$ cat config.mk
export PLATFORM = sky130hd
export DESIGN_NAME = wind_window_aggregator
export DESIGN_NICKNAME = d
export VERILOG_FILES = /design/src/hdl/wwa_pkg.sv /design/src/hdl/wwa_front.sv /design/src/hdl/wwa_back.sv /design/src/hdl/wind_window_aggregator.sv
export SDC_FILE = /design/constraint.sdc
export NUM_CORES = 2
export LEC_CHECK = 0
export BUFFER_PORTS_ARGS = -buffer_cell sky130_fd_sc_hd__buf_2
export CORE_MARGIN = 1.5
export CORE_UTILIZATION = 45
export CTS_CLUSTER_DIAMETER = 120
export CTS_CLUSTER_SIZE = 25
export DETAILED_ROUTE_END_ITERATION = 8
export GPL_TIMING_DRIVEN = 0
export PLACE_DENSITY = 0.68
export REMOVE_ABC_BUFFERS = 1
export SYNTH_ARGS = -nofsm -noshare
export SYNTH_HDL_FRONTEND = slang
export SYNTH_SLANG_ARGS = --single-unit
$ cat constraint.sdc
create_clock -name clk_i -period 20.5 [get_ports clk_i]
set_input_delay 3.075 -clock clk_i [delete_from_list [all_inputs] [get_ports clk_i]]
set_output_delay 3.075 -clock clk_i [all_outputs]
set_load 0.005 [all_outputs]
$ cat src/hdl/wwa_pkg.sv
package wwa_pkg;

  typedef enum logic [1:0] {
    ACT_RESET  = 2'd0,
    ACT_SAMPLE = 2'd1,
    ACT_FINAL  = 2'd2,
    ACT_UNUSED = 2'd3
  } action_e;

  typedef struct packed {
    logic [1:0]  action;
    logic [11:0] wind_speed;
    logic        speed_valid;
    logic [11:0] wind_direction;
    logic        direction_valid;
    logic [19:0] rain_total;
  } item_t;

  typedef struct packed {
    logic [15:0] sample_count;
    logic [11:0] mean_speed;
    logic [11:0] gust_speed;
    logic [11:0] mean_direction;
    logic [3:0]  compass_point;
    logic [19:0] rain_amount;
  } result_t;

  typedef struct packed {
    action_e     kind;
    logic [11:0] speed;
    logic        speed_ok;
    logic [11:0] dir;
    logic        dir_ok;
    logic [19:0] rain;
  } cmd_t;

  typedef struct packed {
    logic valid;
    cmd_t cmd;
  } head_t;

  typedef enum logic [3:0] {
    ST_IDLE,
    ST_ANG0,
    ST_ANG1,
    ST_ANG2,
    ST_ROT,
    ST_ACC,
    ST_NORM,
    ST_VEC,
    ST_DIV,
    ST_MAP,
    ST_OUT
  } back_state_e;

  // degrees*10 to binary angle: a = d*ANG_MUL + floor((d*ANG_REM + ANG_OFS)/225)
  localparam logic [20:0] ANG_MUL   = 21'd1193046;
  localparam logic [6:0]  ANG_REM   = 7'd106;
  localparam logic [6:0]  ANG_OFS   = 7'd112;
  localparam logic [15:0] RECIP_225 = 16'd37282;
  localparam logic [7:0]  DIV_225   = 8'd225;
  localparam logic [11:0] DIR_FULL  = 12'd3600;
  localparam logic [29:0] CORDIC_X0 = 30'd652032874;
  localparam int          NORM_EXP  = 46;

  function automatic logic [31:0] atan_tab(input logic [4:0] idx);
    case (idx)
      5'd0:  return 32'h20000000;
      5'd1:  return 32'h12E4051E;
      5'd2:  return 32'h09FB385B;
      5'd3:  return 32'h051111D4;
      5'd4:  return 32'h028B0D43;
      5'd5:  return 32'h0145D7E1;
      5'd6:  return 32'h00A2F61E;
      5'd7:  return 32'h00517C55;
      5'd8:  return 32'h0028BE53;
      5'd9:  return 32'h00145F2F;
      5'd10: return 32'h000A2F98;
      5'd11: return 32'h000517CC;
      5'd12: return 32'h00028BE6;
      5'd13: return 32'h000145F3;
      5'd14: return 32'h0000A2FA;
      5'd15: return 32'h0000517D;
      5'd16: return 32'h000028BE;
      5'd17: return 32'h0000145F;
      5'd18: return 32'h00000A30;
      5'd19: return 32'h00000518;
      5'd20: return 32'h0000028C;
      5'd21: return 32'h00000146;
      5'd22: return 32'h000000A3;
      5'd23: return 32'h00000051;
      default: return 32'h0;
    endcase
  endfunction

  // floor((2*md + 225) / 450) mod 16
  function automatic logic [3:0] compass_of(input logic [11:0] md);
    logic [12:0] t;
    logic [4:0]  n;
    t = {md, 1'b0} + 13'd225;
    n = '0;
    for (int k = 1; k <= 16; k++) begin
      if (t >= 13'(450 * k)) n = n + 5'd1;
    end
    return n[3:0];
  endfunction

endpackage

$ cat src/hdl/wwa_front.sv
module wwa_front (
  input  logic           clk_i,
  input  logic           rst_ni,
  input  logic           start_i,
  output logic           busy_o,
  input  wwa_pkg::item_t item_i,
  input  logic           pop_i,
  output wwa_pkg::head_t head_o
);
  import wwa_pkg::*;

  cmd_t       ent_q [2];
  logic       rd_q, rd_d, wr_q, wr_d;
  logic [1:0] cnt_q, cnt_d;
  logic       push, pop;
  cmd_t       cmd;

  always_comb begin
    cmd.kind     = action_e'(item_i.action);
    cmd.speed    = item_i.wind_speed;
    cmd.speed_ok = item_i.speed_valid;
    cmd.dir      = item_i.wind_direction;
    cmd.dir_ok   = item_i.direction_valid;
    cmd.rain     = item_i.rain_total;
  end

  assign busy_o = (cnt_q == 2'd2);
  // unused action code is taken and dropped here
  assign push   = start_i && !busy_o && (item_i.action != ACT_UNUSED);
  assign pop    = pop_i && (cnt_q != 2'd0);

  assign rd_d  = pop ? !rd_q : rd_q;
  assign wr_d  = push ? !wr_q : wr_q;
  assign cnt_d = cnt_q + {1'b0, push} - {1'b0, pop};

  always_ff @(posedge clk_i or negedge rst_ni) begin
    if (!rst_ni) begin
      rd_q  <= 1'b0;
      wr_q  <= 1'b0;
      cnt_q <= 2'd0;
    end else begin
      rd_q  <= rd_d;
      wr_q  <= wr_d;
      cnt_q <= cnt_d;
    end
  end

  always_ff @(posedge clk_i) begin
    if (push) ent_q[wr_q] <= cmd;
  end

  assign head_o.valid = (cnt_q != 2'd0);
  assign head_o.cmd   = ent_q[rd_q];

endmodule

$ cat src/hdl/wwa_back.sv
module wwa_back #(
  parameter int COUNT_BITS   = 16,
  parameter int CORDIC_STEPS = 16
) (
  input  logic             clk_i,
  input  logic             rst_ni,
  input  wwa_pkg::head_t   head_i,
  output logic             pop_o,
  output logic             done_o,
  output wwa_pkg::result_t result_o
);
  import wwa_pkg::*;

  localparam int P   = COUNT_BITS;
  localparam int SW  = P + 16;
  localparam int SSW = P + 12;
  localparam int VW  = ((P + 16) > 47 ? (P + 16) : 47) + 4;
  localparam int SIW = $clog2(CORDIC_STEPS);
  localparam int DCW = $clog2(P + 12);

  back_state_e state_q, state_d;

  logic [P-1:0]          win_q, cnt_q;
  logic [SSW-1:0]        ssum_q;
  logic [11:0]           peak_q;
  logic signed [SW-1:0]  sin_q, cos_q;
  logic [19:0]           base_q;

  logic [11:0]           dir_q;
  logic [32:0]           prod_q;
  logic [18:0]           frac_q;
  logic [11:0]           q0_q;
  logic signed [VW-1:0]  x_q, y_q;
  logic signed [33:0]    z_q;
  logic                  rot_q, flip_q, zero_q;
  logic [SIW-1:0]        step_q;
  logic [P-1:0]          rem_q;
  logic [SSW-1:0]        num_q;
  logic [11:0]           quo_q;
  logic [DCW-1:0]        dcnt_q;
  logic [11:0]           rnd_q;
  logic [19:0]           rain_q;
  logic                  done_q;
  result_t               res_q;

  logic                  take, last_step, last_div, in_range;
  logic signed [VW-1:0]  xs, ys;
  logic signed [33:0]    tab;
  logic                  up;

  // ---------------- next state
  assign take      = (state_q == ST_IDLE) && head_i.valid;
  assign last_step = (step_q == SIW'(CORDIC_STEPS - 1));
  assign last_div  = (dcnt_q == DCW'(P + 11));
  assign in_range  = (x_q < (VW'(1) <<< NORM_EXP)) && (x_q > -(VW'(1) <<< NORM_EXP)) &&
                     (y_q < (VW'(1) <<< NORM_EXP)) && (y_q > -(VW'(1) <<< NORM_EXP));

  always_comb begin
    state_d = state_q;
    case (state_q)
      ST_IDLE: begin
        if (take) begin
          case (head_i.cmd.kind)
            ACT_SAMPLE: if (head_i.cmd.dir_ok) state_d = ST_ANG0;
            ACT_FINAL:  state_d = (sin_q == '0 && cos_q == '0) ? ST_VEC : ST_NORM;
            default:    state_d = ST_IDLE;
          endcase
        end
      end
      ST_ANG0: state_d = ST_ANG1;
      ST_ANG1: state_d = ST_ANG2;
      ST_ANG2: state_d = ST_ROT;
      ST_ROT:  if (last_step) state_d = ST_ACC;
      ST_ACC:  state_d = ST_IDLE;
      ST_NORM: if (!in_range) state_d = ST_VEC;
      ST_VEC:  if (last_step) state_d = ST_DIV;
      ST_DIV:  if (last_div) state_d = ST_MAP;
      ST_MAP:  state_d = ST_OUT;
      ST_OUT:  state_d = ST_IDLE;
      default: state_d = ST_IDLE;
    endcase
  end

  always_ff @(posedge clk_i or negedge rst_ni) begin
    if (!rst_ni) state_q <= ST_IDLE;
    else         state_q <= state_d;
  end

  // ---------------- outputs
  always_comb begin
    pop_o    = take;
    done_o   = done_q;
    result_o = res_q;
  end

  // ---------------- shared CORDIC step
  always_comb begin
    xs  = x_q >>> step_q;
    ys  = y_q >>> step_q;
    tab = 34'(atan_tab(5'(step_q)));
    up  = rot_q ? !z_q[33] : y_q[VW-1];
  end

  function automatic logic signed [15:0] to_q15(input logic signed [VW-1:0] v);
    logic signed [VW:0] r;
    r = (signed'({v[VW-1], v}) + (VW+1)'(16384)) >>> 15;
    if (r > (VW+1)'(32767))       return 16'sh7FFF;
    else if (r < -(VW+1)'(32768)) return 16'sh8000;
    else                          return r[15:0];
  endfunction

  function automatic logic signed [SW-1:0] sat_add(input logic signed [SW-1:0] a,
                                                   input logic signed [15:0] b);
    logic signed [SW:0] s;
    s = {a[SW-1], a} + (SW+1)'(b);
    if (s[SW] != s[SW-1]) return s[SW] ? {1'b1, {(SW-1){1'b0}}} : {1'b0, {(SW-1){1'b1}}};
    else                  return s[SW-1:0];
  endfunction

  logic [34:0]          recip_prod;
  logic [18:0]          rmd;
  logic [11:0]          qc;
  logic [31:0]          ang;
  logic signed [33:0]   za;
  logic signed [VW-1:0] fx, fy, cx, cy;
  logic [SSW:0]         ssum_add;
  logic [P:0]           trial;
  logic [43:0]          map_prod;
  logic [11:0]          md;

  always_comb begin
    recip_prod = 35'(frac_q) * 35'(RECIP_225);
    rmd        = frac_q - 19'(q0_q) * 19'(DIV_225);
    qc         = q0_q + 12'(rmd >= 19'(DIV_225));
    ang        = 32'(prod_q + 33'(qc));
    za         = 34'(signed'(ang));
    fx         = flip_q ? -x_q : x_q;
    fy         = flip_q ? -y_q : y_q;
    cx         = VW'(cos_q);
    cy         = VW'(sin_q);
    ssum_add   = {1'b0, ssum_q} + (SSW+1)'(head_i.cmd.speed);
    trial      = {rem_q, num_q[SSW-1]};
    map_prod   = 44'(z_q[31:0]) * 44'(DIR_FULL) + 44'h0_8000_0000;
    md         = (zero_q || rnd_q >= DIR_FULL) ? 12'd0 : rnd_q;
  end

  always_ff @(posedge clk_i or negedge rst_ni) begin
    if (!rst_ni) begin
      win_q  <= '0;
      cnt_q  <= '0;
      ssum_q <= '0;
      peak_q <= '0;
      sin_q  <= '0;
      cos_q  <= '0;
      base_q <= '0;
      done_q <= 1'b0;
    end else begin
      done_q <= (state_q == ST_OUT);
      if (take) begin
        case (head_i.cmd.kind)
          ACT_RESET: begin
            win_q  <= '0;
            cnt_q  <= '0;
            ssum_q <= '0;
            peak_q <= '0;
            sin_q  <= '0;
            cos_q  <= '0;
            base_q <= head_i.cmd.rain;
          end
          ACT_SAMPLE: begin
            if (win_q != '1) win_q <= win_q + P'(1);
            if (head_i.cmd.speed_ok) begin
              ssum_q <= ssum_add[SSW] ? '1 : ssum_add[SSW-1:0];
              if (cnt_q != '1) cnt_q <= cnt_q + P'(1);
              if (head_i.cmd.speed > peak_q) peak_q <= head_i.cmd.speed;
            end
          end
          default: ;
        endcase
      end
      if (state_q == ST_ACC) begin
        sin_q <= sat_add(sin_q, to_q15(fy));
        cos_q <= sat_add(cos_q, to_q15(fx));
      end
    end
  end

  always_ff @(posedge clk_i) begin
    case (state_q)
      ST_IDLE: begin
        dir_q  <= head_i.cmd.dir;
        rain_q <= (head_i.cmd.rain > base_q) ? head_i.cmd.rain - base_q : 20'd0;
        zero_q <= (sin_q == '0 && cos_q == '0);
        rot_q  <= 1'b0;
        step_q <= '0;
        num_q  <= ssum_q;
        rem_q  <= '0;
        dcnt_q <= '0;
        if (cos_q[SW-1]) begin
          x_q <= -cx;
          y_q <= -cy;
          z_q <= 34'sh0_8000_0000;
        end else begin
          x_q <= cx;
          y_q <= cy;
          z_q <= '0;
        end
      end
      ST_ANG0: begin
        prod_q <= 33'(dir_q) * 33'(ANG_MUL);
        frac_q <= 19'(dir_q) * 19'(ANG_REM) + 19'(ANG_OFS);
      end
      ST_ANG1: q0_q <= recip_prod[34:23];
      ST_ANG2: begin
        rot_q  <= 1'b1;
        step_q <= '0;
        x_q    <= VW'(CORDIC_X0);
        y_q    <= '0;
        if (za > (34'sd1 <<< 30)) begin
          z_q    <= za - (34'sd1 <<< 31);
          flip_q <= 1'b1;
        end else if (za < -(34'sd1 <<< 30)) begin
          z_q    <= za + (34'sd1 <<< 31);
          flip_q <= 1'b1;
        end else begin
          z_q    <= za;
          flip_q <= 1'b0;
        end
      end
      ST_ROT, ST_VEC: begin
        step_q <= step_q + SIW'(1);
        if (up) begin
          x_q <= x_q - ys;
          y_q <= y_q + xs;
          z_q <= z_q - tab;
        end else begin
          x_q <= x_q + ys;
          y_q <= y_q - xs;
          z_q <= z_q + tab;
        end
      end
      ST_NORM: if (in_range) begin
        x_q <= x_q <<< 1;
        y_q <= y_q <<< 1;
      end
      ST_DIV: begin
        dcnt_q <= dcnt_q + DCW'(1);
        num_q  <= num_q << 1;
        if (trial >= {1'b0, cnt_q}) begin
          rem_q <= P'(trial - {1'b0, cnt_q});
          quo_q <= {quo_q[10:0], 1'b1};
        end else begin
          rem_q <= trial[P-1:0];
          quo_q <= {quo_q[10:0], 1'b0};
        end
      end
      ST_MAP: rnd_q <= map_prod[43:32];
      ST_OUT: begin
        res_q.sample_count   <= (win_q > P'(65535)) ? 16'hFFFF : 16'(win_q);
        res_q.mean_speed     <= (cnt_q == '0) ? 12'd0 : quo_q;
        res_q.gust_speed     <= peak_q;
        res_q.mean_direction <= md;
        res_q.compass_point  <= compass_of(md);
        res_q.rain_amount    <= rain_q;
      end
      default: ;
    endcase
  end

endmodule

$ cat src/hdl/wind_window_aggregator.sv
// Wind and rain window aggregator.
// Input: item_i is taken when start_i is high and busy_o is low. action 0
// clears the window and stores rain_total as baseline, 1 adds a sample,
// 2 reports; action 3 is taken and ignored.
// Output: one result per report, on result_o for one cycle with done_o high.
// The receiver cannot stall; results are never held.
// A two-entry command queue lets a new transaction in while the back end
// works; busy_o rises only when the queue is full.
// Back-end steps per transaction (single shared CORDIC datapath):
//   reset window, or sample without valid direction: taken in idle
//   sample with valid direction: angle conversion, CORDIC rotation,
//   accumulation into the direction sum
//   report: normalization shifts (skipped for an all-zero direction sum),
//   CORDIC vectoring, restoring divide, angle-to-degrees mapping, output.
//   done_o follows in the cycle after the last back-end cycle.
// Reset clears all window state, the queue and the output strobe.
module wind_window_aggregator #(
  parameter int COUNT_BITS   = 16,
  parameter int CORDIC_STEPS = 16
) (
  input  logic             clk_i,
  input  logic             rst_ni,
  input  logic             start_i,
  output logic             busy_o,
  input  wwa_pkg::item_t   item_i,
  output logic             done_o,
  output wwa_pkg::result_t result_o
);
  import wwa_pkg::*;

  head_t head;
  logic  pop;

  wwa_front u_front (
    .clk_i   (clk_i),
    .rst_ni  (rst_ni),
    .start_i (start_i),
    .busy_o  (busy_o),
    .item_i  (item_i),
    .pop_i   (pop),
    .head_o  (head)
  );

  wwa_back #(
    .COUNT_BITS   (COUNT_BITS),
    .CORDIC_STEPS (CORDIC_STEPS)
  ) u_back (
    .clk_i    (clk_i),
    .rst_ni   (rst_ni),
    .head_i   (head),
    .pop_o    (pop),
    .done_o   (done_o),
    .result_o (result_o)
  );

endmodule

# After elaboration in Yosys (flattened, before gate mapping)
# Memory sizes are Yosys's and may differ from the RTL's. A register that Yosys moved wholly into a read port is not among the register bits.
# Cells that the tools add are included.
dict set report totals {
  romBits 480
  output_inout_bits 78
  n_memories 2
  latchBits 0
  ramBits 96
  register_bits 551
}
# name depth width rd rd_clocked_by_memory_dff write_ports line
set mem_list {}
lappend mem_list {{(name not given)} 16 30 1 1 0 wwa_pkg.sv:67} ;# case (idx)
lappend mem_list {u_front.ent_q 2 48 1 0 1 wwa_front.sv:12} ;# cmd_t ent_q [2];
dict set report classes {
  shift 2
  mux 93
  eq_ne 31
  add_sub_neg 46
  bitwise 0
  div 0
  n_reduce_logical 37
  order_cmp 32
  n_mul 5
}
# op n
set ops {}
lappend ops {{51-bit 2-to-1 mux} 8}
lappend ops {{51-bit case mux with 4 select lines} 2}
lappend ops {{32-bit 2-to-1 mux} 9}
lappend ops {{16-bit 2-to-1 mux} 10}
lappend ops {{4-bit 2-to-1 mux} 37}
lappend ops {{28-bit case mux with 2 select lines} 2}
lappend ops {{51-bit by 16-bit adder with 52-bit output (second input constant)} 2}
lappend ops {{51-bit adder} 2}
lappend ops {{51-bit by 47-bit > comparator with 1-bit output (second input constant)} 2}
lappend ops {{51-bit by 48-bit < comparator with 1-bit output (second input constant)} 2}
lappend ops {{34-bit 2-to-1 mux} 3}
lappend ops {{32-bit negation with 51-bit output} 2}
lappend ops {{51-bit negation} 2}
lappend ops {{34-bit case mux with 3 select lines} 1}
lappend ops {{51-bit by 4-bit >>> shifter with 51-bit output} 2}
lappend ops {{51-bit subtractor} 2}
lappend ops {{16-bit case mux with 2 select lines} 3}
lappend ops {{13-bit greater-or-equal comparator (second input constant)} 7}
lappend ops {{37-bit by 16-bit > comparator with 1-bit output (second input constant)} 2}
lappend ops {{37-bit by 16-bit < comparator with 1-bit output (second input constant)} 2}
lappend ops {{32-bit by 16-bit adder with 33-bit output} 2}
lappend ops {{13-bit by 12-bit greater-or-equal comparator with 1-bit output (second input constant)} 5}
lappend ops {{4-bit by 1-bit adder with 4-bit output (second input constant)} 16}
lappend ops {{32-bit zero test} 2}
lappend ops {{67 further kinds} 119}

# Depth between registers and ports, before layout
dict set report logic_depth {
  ltp_word 51
  depth_mapped 49
  depth_no_buf 48
}

# Modules after synthesis
# From an unflattened synthesis, not the netlist that was laid out.
dict set report hier_totals {
  cells_unflattened 7494
  hier_area_um2 68836.0
}
# module seq_area_each_um2 area_each_um2 cells_per_inst instances
set modules_own_cells {}
lappend modules_own_cells {wwa_back 16160.5 65108.7 7326 1}
lappend modules_own_cells {wwa_front 2982.9 3727.3 168 1}

# Worst setup path before layout
# OpenSTA, ideal clock, no wires.
dict set report synth_timing {
  kind {reg2reg}
  startpoint {register u_back.rnd_q[4]}
  endpoint {register u_back.res_q, in the netlist u_back.result_o[23] (data pin)}
  path_slack_ps 10481
  arrival_ps 9761
  path_stages_with_launch 47
  path_buffers 2
  synth_period_minus_slack_ps 10019
  setup_time_ps 259
  path_cell_list {edfxtp_1 > buf_6 > nor4_4 > a21o_1 > buf_2 > o311ai_0 > and4_1 > ha_1 > xnor2_1 > ha_1 > o21a_1 > or3_1 > ha_1 > nand2b_1 > o41ai_2 > inv_1 > ha_1 > inv_1 > [11 not listed] > and2_1 > a31o_2 > ha_1 > mux2i_4 > inv_1 > ha_1 > nor2_1 > a21oi_2 > ha_1 > mux2_2 > ha_1 > mux2_2 > ha_1 > mux2i_1 > or3b_2 > nor2_1 > mux4_1 > a211o_1}
}
dict set report synth_via {
  elab_chain_cells 51
}
# element line
set synth_rtl {}
lappend synth_rtl {{start: declaration} wwa_back.sv:41} ;# logic [11:0] rnd_q;
lappend synth_rtl {{start signal: assignment} wwa_back.sv:257} ;# ST_MAP: rnd_q <= map_prod[43:32];
lappend synth_rtl {{12-bit greater-or-equal comparator} wwa_back.sv:144} ;# md = (zero_q || rnd_q >= DIR_FULL) ? 12'd0 : rnd_q;
lappend synth_rtl {{1-bit logical OR} wwa_back.sv:144}
lappend synth_rtl {{12-bit 2-to-1 mux (*)} wwa_back.sv:144}
lappend synth_rtl {{13-bit by 8-bit adder with 13-bit output (*)} wwa_pkg.sv:100} ;# t = {md, 1'b0} + 13'd225;
lappend synth_rtl {{13-bit by 9-bit greater-or-equal comparator with 1-bit output} wwa_pkg.sv:103} ;# if (t >= 13'(450 * k)) n = n + 5'd1;
lappend synth_rtl {{1-bit 2-to-1 mux} wwa_pkg.sv:103}
lappend synth_rtl {{4-bit 2-to-1 mux} wwa_back.sv:189} ;# case (state_q)
lappend synth_rtl {{4-bit by 1-bit adder with 4-bit output} wwa_pkg.sv:103}
lappend synth_rtl {{[35 not listed]} --}
lappend synth_rtl {{4-bit by 1-bit adder with 4-bit output} wwa_pkg.sv:103}
lappend synth_rtl {{4-bit 2-to-1 mux} wwa_pkg.sv:103}
lappend synth_rtl {{4-bit 2-to-1 mux} wwa_back.sv:189}
lappend synth_rtl {{4-bit by 1-bit adder with 4-bit output} wwa_pkg.sv:103}
lappend synth_rtl {{4-bit 2-to-1 mux} wwa_pkg.sv:103}
lappend synth_rtl {{4-bit 2-to-1 mux} wwa_back.sv:189}
lappend synth_rtl {{4-bit by 1-bit adder with 4-bit output} wwa_pkg.sv:103}
lappend synth_rtl {{4-bit 2-to-1 mux (*)} wwa_pkg.sv:103}
lappend synth_rtl {{end: declaration} wwa_back.sv:44} ;# result_t res_q;
# Every way passes the cells marked *; elsewhere a longest branch is shown, timed or not. The select of a mux whose other input is x is not followed.
# A chain may end at the register's enable or synchronous reset.

# Worst setup path in the final report
dict set report layout_timing {
  startpoint {register u_back.zero_q}
  endpoint {register u_back.res_q, in the netlist u_back.result_o[23] (data pin)}
}
dict set report layout_via {
  elab_chain_cells 50
}
# element line
set layout_rtl {}
lappend layout_rtl {{start: declaration} wwa_back.sv:35} ;# logic rot_q, flip_q, zero_q;
lappend layout_rtl {{start signal: assignment} wwa_back.sv:193} ;# zero_q <= (sin_q == '0 && cos_q == '0);
lappend layout_rtl {{1-bit logical OR (*)} wwa_back.sv:144}
lappend layout_rtl {{12-bit 2-to-1 mux (*)} wwa_back.sv:144}
lappend layout_rtl {{13-bit by 8-bit adder with 13-bit output (*)} wwa_pkg.sv:100}
lappend layout_rtl {{13-bit by 9-bit greater-or-equal comparator with 1-bit output} wwa_pkg.sv:103}
lappend layout_rtl {{1-bit 2-to-1 mux} wwa_pkg.sv:103}
lappend layout_rtl {{4-bit 2-to-1 mux} wwa_back.sv:189}
lappend layout_rtl {{4-bit by 1-bit adder with 4-bit output} wwa_pkg.sv:103}
lappend layout_rtl {{4-bit 2-to-1 mux} wwa_pkg.sv:103}
lappend layout_rtl {{[34 not listed]} --}
lappend layout_rtl {{4-bit by 1-bit adder with 4-bit output} wwa_pkg.sv:103}
lappend layout_rtl {{4-bit 2-to-1 mux} wwa_pkg.sv:103}
lappend layout_rtl {{4-bit 2-to-1 mux} wwa_back.sv:189}
lappend layout_rtl {{4-bit by 1-bit adder with 4-bit output} wwa_pkg.sv:103}
lappend layout_rtl {{4-bit 2-to-1 mux} wwa_pkg.sv:103}
lappend layout_rtl {{4-bit 2-to-1 mux} wwa_back.sv:189}
lappend layout_rtl {{4-bit by 1-bit adder with 4-bit output} wwa_pkg.sv:103}
lappend layout_rtl {{4-bit 2-to-1 mux (*)} wwa_pkg.sv:103}
# Marked as above.

==> impl_metrics.yaml <==
yosys:
  ys_seq_area_frac: 0.280
  synth_edf_count: 480
  synth-xor-area-share: 0.0888
  yosys.area_share.simple: 0.140
  synth_top_area_share: 0.211
  ys_types: 116
  ys_seq_elements: 675
  synth_top_family_by_area: "adder cells"
  synth_area_leaders: "edfxtp_1 21%, ha_1 14%, fa_1 6.2%"
  synth_top_cell_by_area: "edfxtp_1"
  synth_mux_area_frac: 0.0614
  synth_compound_area_frac: 0.166
  synth_fa_ha_area_frac: 0.205
  synth_flop_cell: "edfxtp_1"
  async_flop_share: 0.244
  synth_area_mm2: 0.0684
  avgSynthCellArea_um2: 9.21
  yosysWarnings: 0
  synth_cells: 7427
clock_tree:
  cts_resized: 0
  cts.sinks: 675
  cts_buffers: 36
  cts_setup_buffers: 0
  clk_pin_slew_ns: 0.10
  cts_hold_buf: 0
  clk_path_buf_depth: 3
  root_buffer: "clkbuf_16"
  htree_levels: 2
  clk_latency_ns: 0.68
  cts_tree: "yes"
critical_path:
  worst_path_most_repeated_cell: "ha_1"
  worstSetupPathType: "flop to flop"
  crit_family: "adder cells"
  cp-start-kind: "flop"
  cp_max_fo: 12
  cp-end-kind: "flop"
  crit_slowest_cell: "a31oi_1"
  crit_buf_inv: 4
  cp_num_cells: 46
  cp.required_ns: 20.90
  critPathArrivalTime_ns: 11.93
  slowest_delay_ns: 0.84
  reg2reg_depth: 46
floorplanning:
  core_area_mm2: 0.150
  die_h_um: 393
  die_x_um: 393
  start_util: 0.455
  die-area_mm2: 0.154
  row_count: 142
  io_pins: 129
finish:
  drive_gt1_frac: 0.0762
  finalNetCount: 8381
  multiInputGateArea_mm2: 0.0454
  n_fill_cell: 14000
  regArea_mm2: 0.0191
  area_growth_syn_to_layout_pct: 6.54
grt:
  grt_start_max_net_pins: 90
  grt_pass1_wl_mm: 275
  grt_use_total: 0.214
  first_global_vias: 53300
  antenna_found_initial: 2
  overflow: 0
sta:
  rsz0062_at_grt: "no"
  relSlewSlack: 0.105
  finalHoldViolCount: 0
  period_needed_ns: 11.54
  finalMaxSlewViolations: 0
  worstMarginPinSlew_ns: 1.34
  setup_viol: 0
  fin_skew_ns: 0.0492
  finalSetupTns_ns: 0
  finalCritPeriodShare: 0.563
  timing.fmax_mhz: 86.7
detailed_routing:
  num_vias: 54700
  avgViaCountPerCell: 5.82
  drt_first_pass_iters: 6
  drc: 0
  ant_nets: 0
  drt_wl_total_mm: 167
  wl_per_cell_um: 17.8
  first_iter_violations: 4016
min_path:
  holdPathStages: 0
  hold_path_class: "flop to flop"
outcome:
  status: "complete, no violations"
placed_design:
  gp_congestion: 0.908
  hpwl_mm: 128
  io_buffers: 128
job:
  maxCapViolCount: 0
[state kept, by name, summed over array words and instances, names as in the netlist, 5 cells and up]
| name | flops |
|---|---|
| u_back.tab | 30 |
| u_back.cos_q | 32 |
| u_back.z_q | 34 |
| u_back.rain_q | 20 |
| u_front.ent_q | 96 |
| u_back.peak_q | 12 |
| u_back.quo_q | 12 |
| u_back.win_q | 16 |
| u_back.base_q | 20 |
| u_back.prod_q | 31 |
| u_back.cnt_q | 16 |
| u_back.rem_q | 16 |
| u_back.result_o | 76 |
| u_back.dir_q | 12 |
| u_back.ssum_q | 28 |
| u_back.frac_q | 17 |
| u_back.x_q | 51 |
| u_back.dcnt_q | 5 |
| u_back.q0_q | 12 |
| u_back.y_q | 51 |
| u_back.num_q | 28 |
| u_back.rnd_q | 12 |
| u_back.sin_q | 32 |
[worst reg2reg max path, delay by kind of cell (launching register included)]
family | cells | cell delay (ns)
buf+inv | 4 | 0.26
fa+ha+maj | 13 | 3.88
flops | 1 | 0.68
xor+xnor | 1 | 0.21
mux | 6 | 1.64
simple gates | 11 | 1.61
compound gates | 11 | 3.03
[cell type report]
class / count / area share
well taps: 2016 / 0.0346
flip-flops and latches: 675 / 0.263
clock inverters: 12 / 0.00273
multi-input cells: 5734 / 0.623
repair buffers: 191 / 0.0268
diodes: 1 / 0.0000343
inverters: 709 / 0.0366
clock buffers: 54 / 0.0136
[cells in the final DEF, fill, tap and decap left out, types with 32 or more instances in the layout]
master     synthesis  layout
a211oi_1          47      47
a21boi_0          39      39
a21o_1           147     147
a21oi_1          440     437
a22oi_1           45      45
a31oi_1           70      70
and2_1            64      62
and3_1            62      62
buf_2             31     128
clkbuf_16          0      36
dfrtp_1          165     163
edfxtp_1         480     480
fa_1             212     212
ha_1             771     771
inv_1            705     702
mux2_2           103     103
mux2i_1           95      94
mux4_2            90      90
nand2_1          619     616
nand2b_1          77      77
nand3_1          170     170
nand4_1           68      68
nor2_1           442     435
nor2b_1           76      76
nor3_1           137     132
nor4_1            41      41
o21a_1            58      58
o21ai_0          543     541
o21bai_1          39      39
o22ai_1           40      39
o31ai_1           53      53
or2_2             32      32
or3_1             53      53
xnor2_1          403     403
xor2_1           263     263
[Yosys cell counts (62+ instances only)]
cell,instances
nor2b_1,76
mux2_2,103
mux2i_1,95
fa_1,212
nand3_1,170
mux4_2,90
ha_1,771
nand2_1,619
nor3_1,137
a21o_1,147
xor2_1,263
xnor2_1,403
a31oi_1,70
and2_1,64
and3_1,62
a21oi_1,440
nand2b_1,77
clkbuf_1,218
o21ai_0,543
dfrtp_1,165
nand4_1,68
edfxtp_1,480
nor2_1,442
inv_1,705
[path summary, 6_finish.rpt]
kind | start | endpoint | slack, ns
max | u_back.zero_q | u_back.result_o[23] | 8.96
min | u_back.rain_q[16] | u_back.result_o[16] | 0.44
max reg2reg | u_back.zero_q | u_back.result_o[23] | 8.96
min reg2reg | u_back.rain_q[16] | u_back.result_o[16] | 0.44
max in group asynchronous | rst_ni | u_back.cnt_q[3] | 17.08
min in group asynchronous | rst_ni | u_back.sin_q[30] | 2.37
[layer usage]
metal  GRT usage  part of all wire  vias up
met5           0          0.000066        -
met4      0.0549             0.024        2
met3      0.0235             0.055      206
met2       0.360              0.47     1464
met1       0.293              0.45    26600
li1            -                 -    26400
[metrics by stage]
| stage | util | worst slack [ns] | instances | hold slack (ns) | area, um^2 |
|---|---|---|---|---|---|
| 2_1_floorplan | - | 10.28 | 7118 | 0.400 | 67100 |
| 3_3_place_gp | 0.467 | 5.88 | 9262 | 0.406 | 70200 |
| 3_5_place_dp | 0.477 | 9.04 | 9325 | 0.405 | 71700 |
| 4_1_cts | 0.485 | 8.97 | 9391 | 0.438 | 72900 |
| 5_1_grt | 0.485 | 8.25 | 9392 | 0.443 | 72900 |
| 6_report | 0.485 | 8.96 | 9392 | 0.441 | 72900 |
[kinds of logic after synthesis]
family          Yosys count
mux                     291
simple gates           1960
buf+inv                1018
xor+xnor                679
compound gates         1806
flops                   675
fa+ha+maj               998
Power is left out: the tool's default activity adds up to more than one toggle a clock period on the data nets, which glitch-free logic cannot reach.
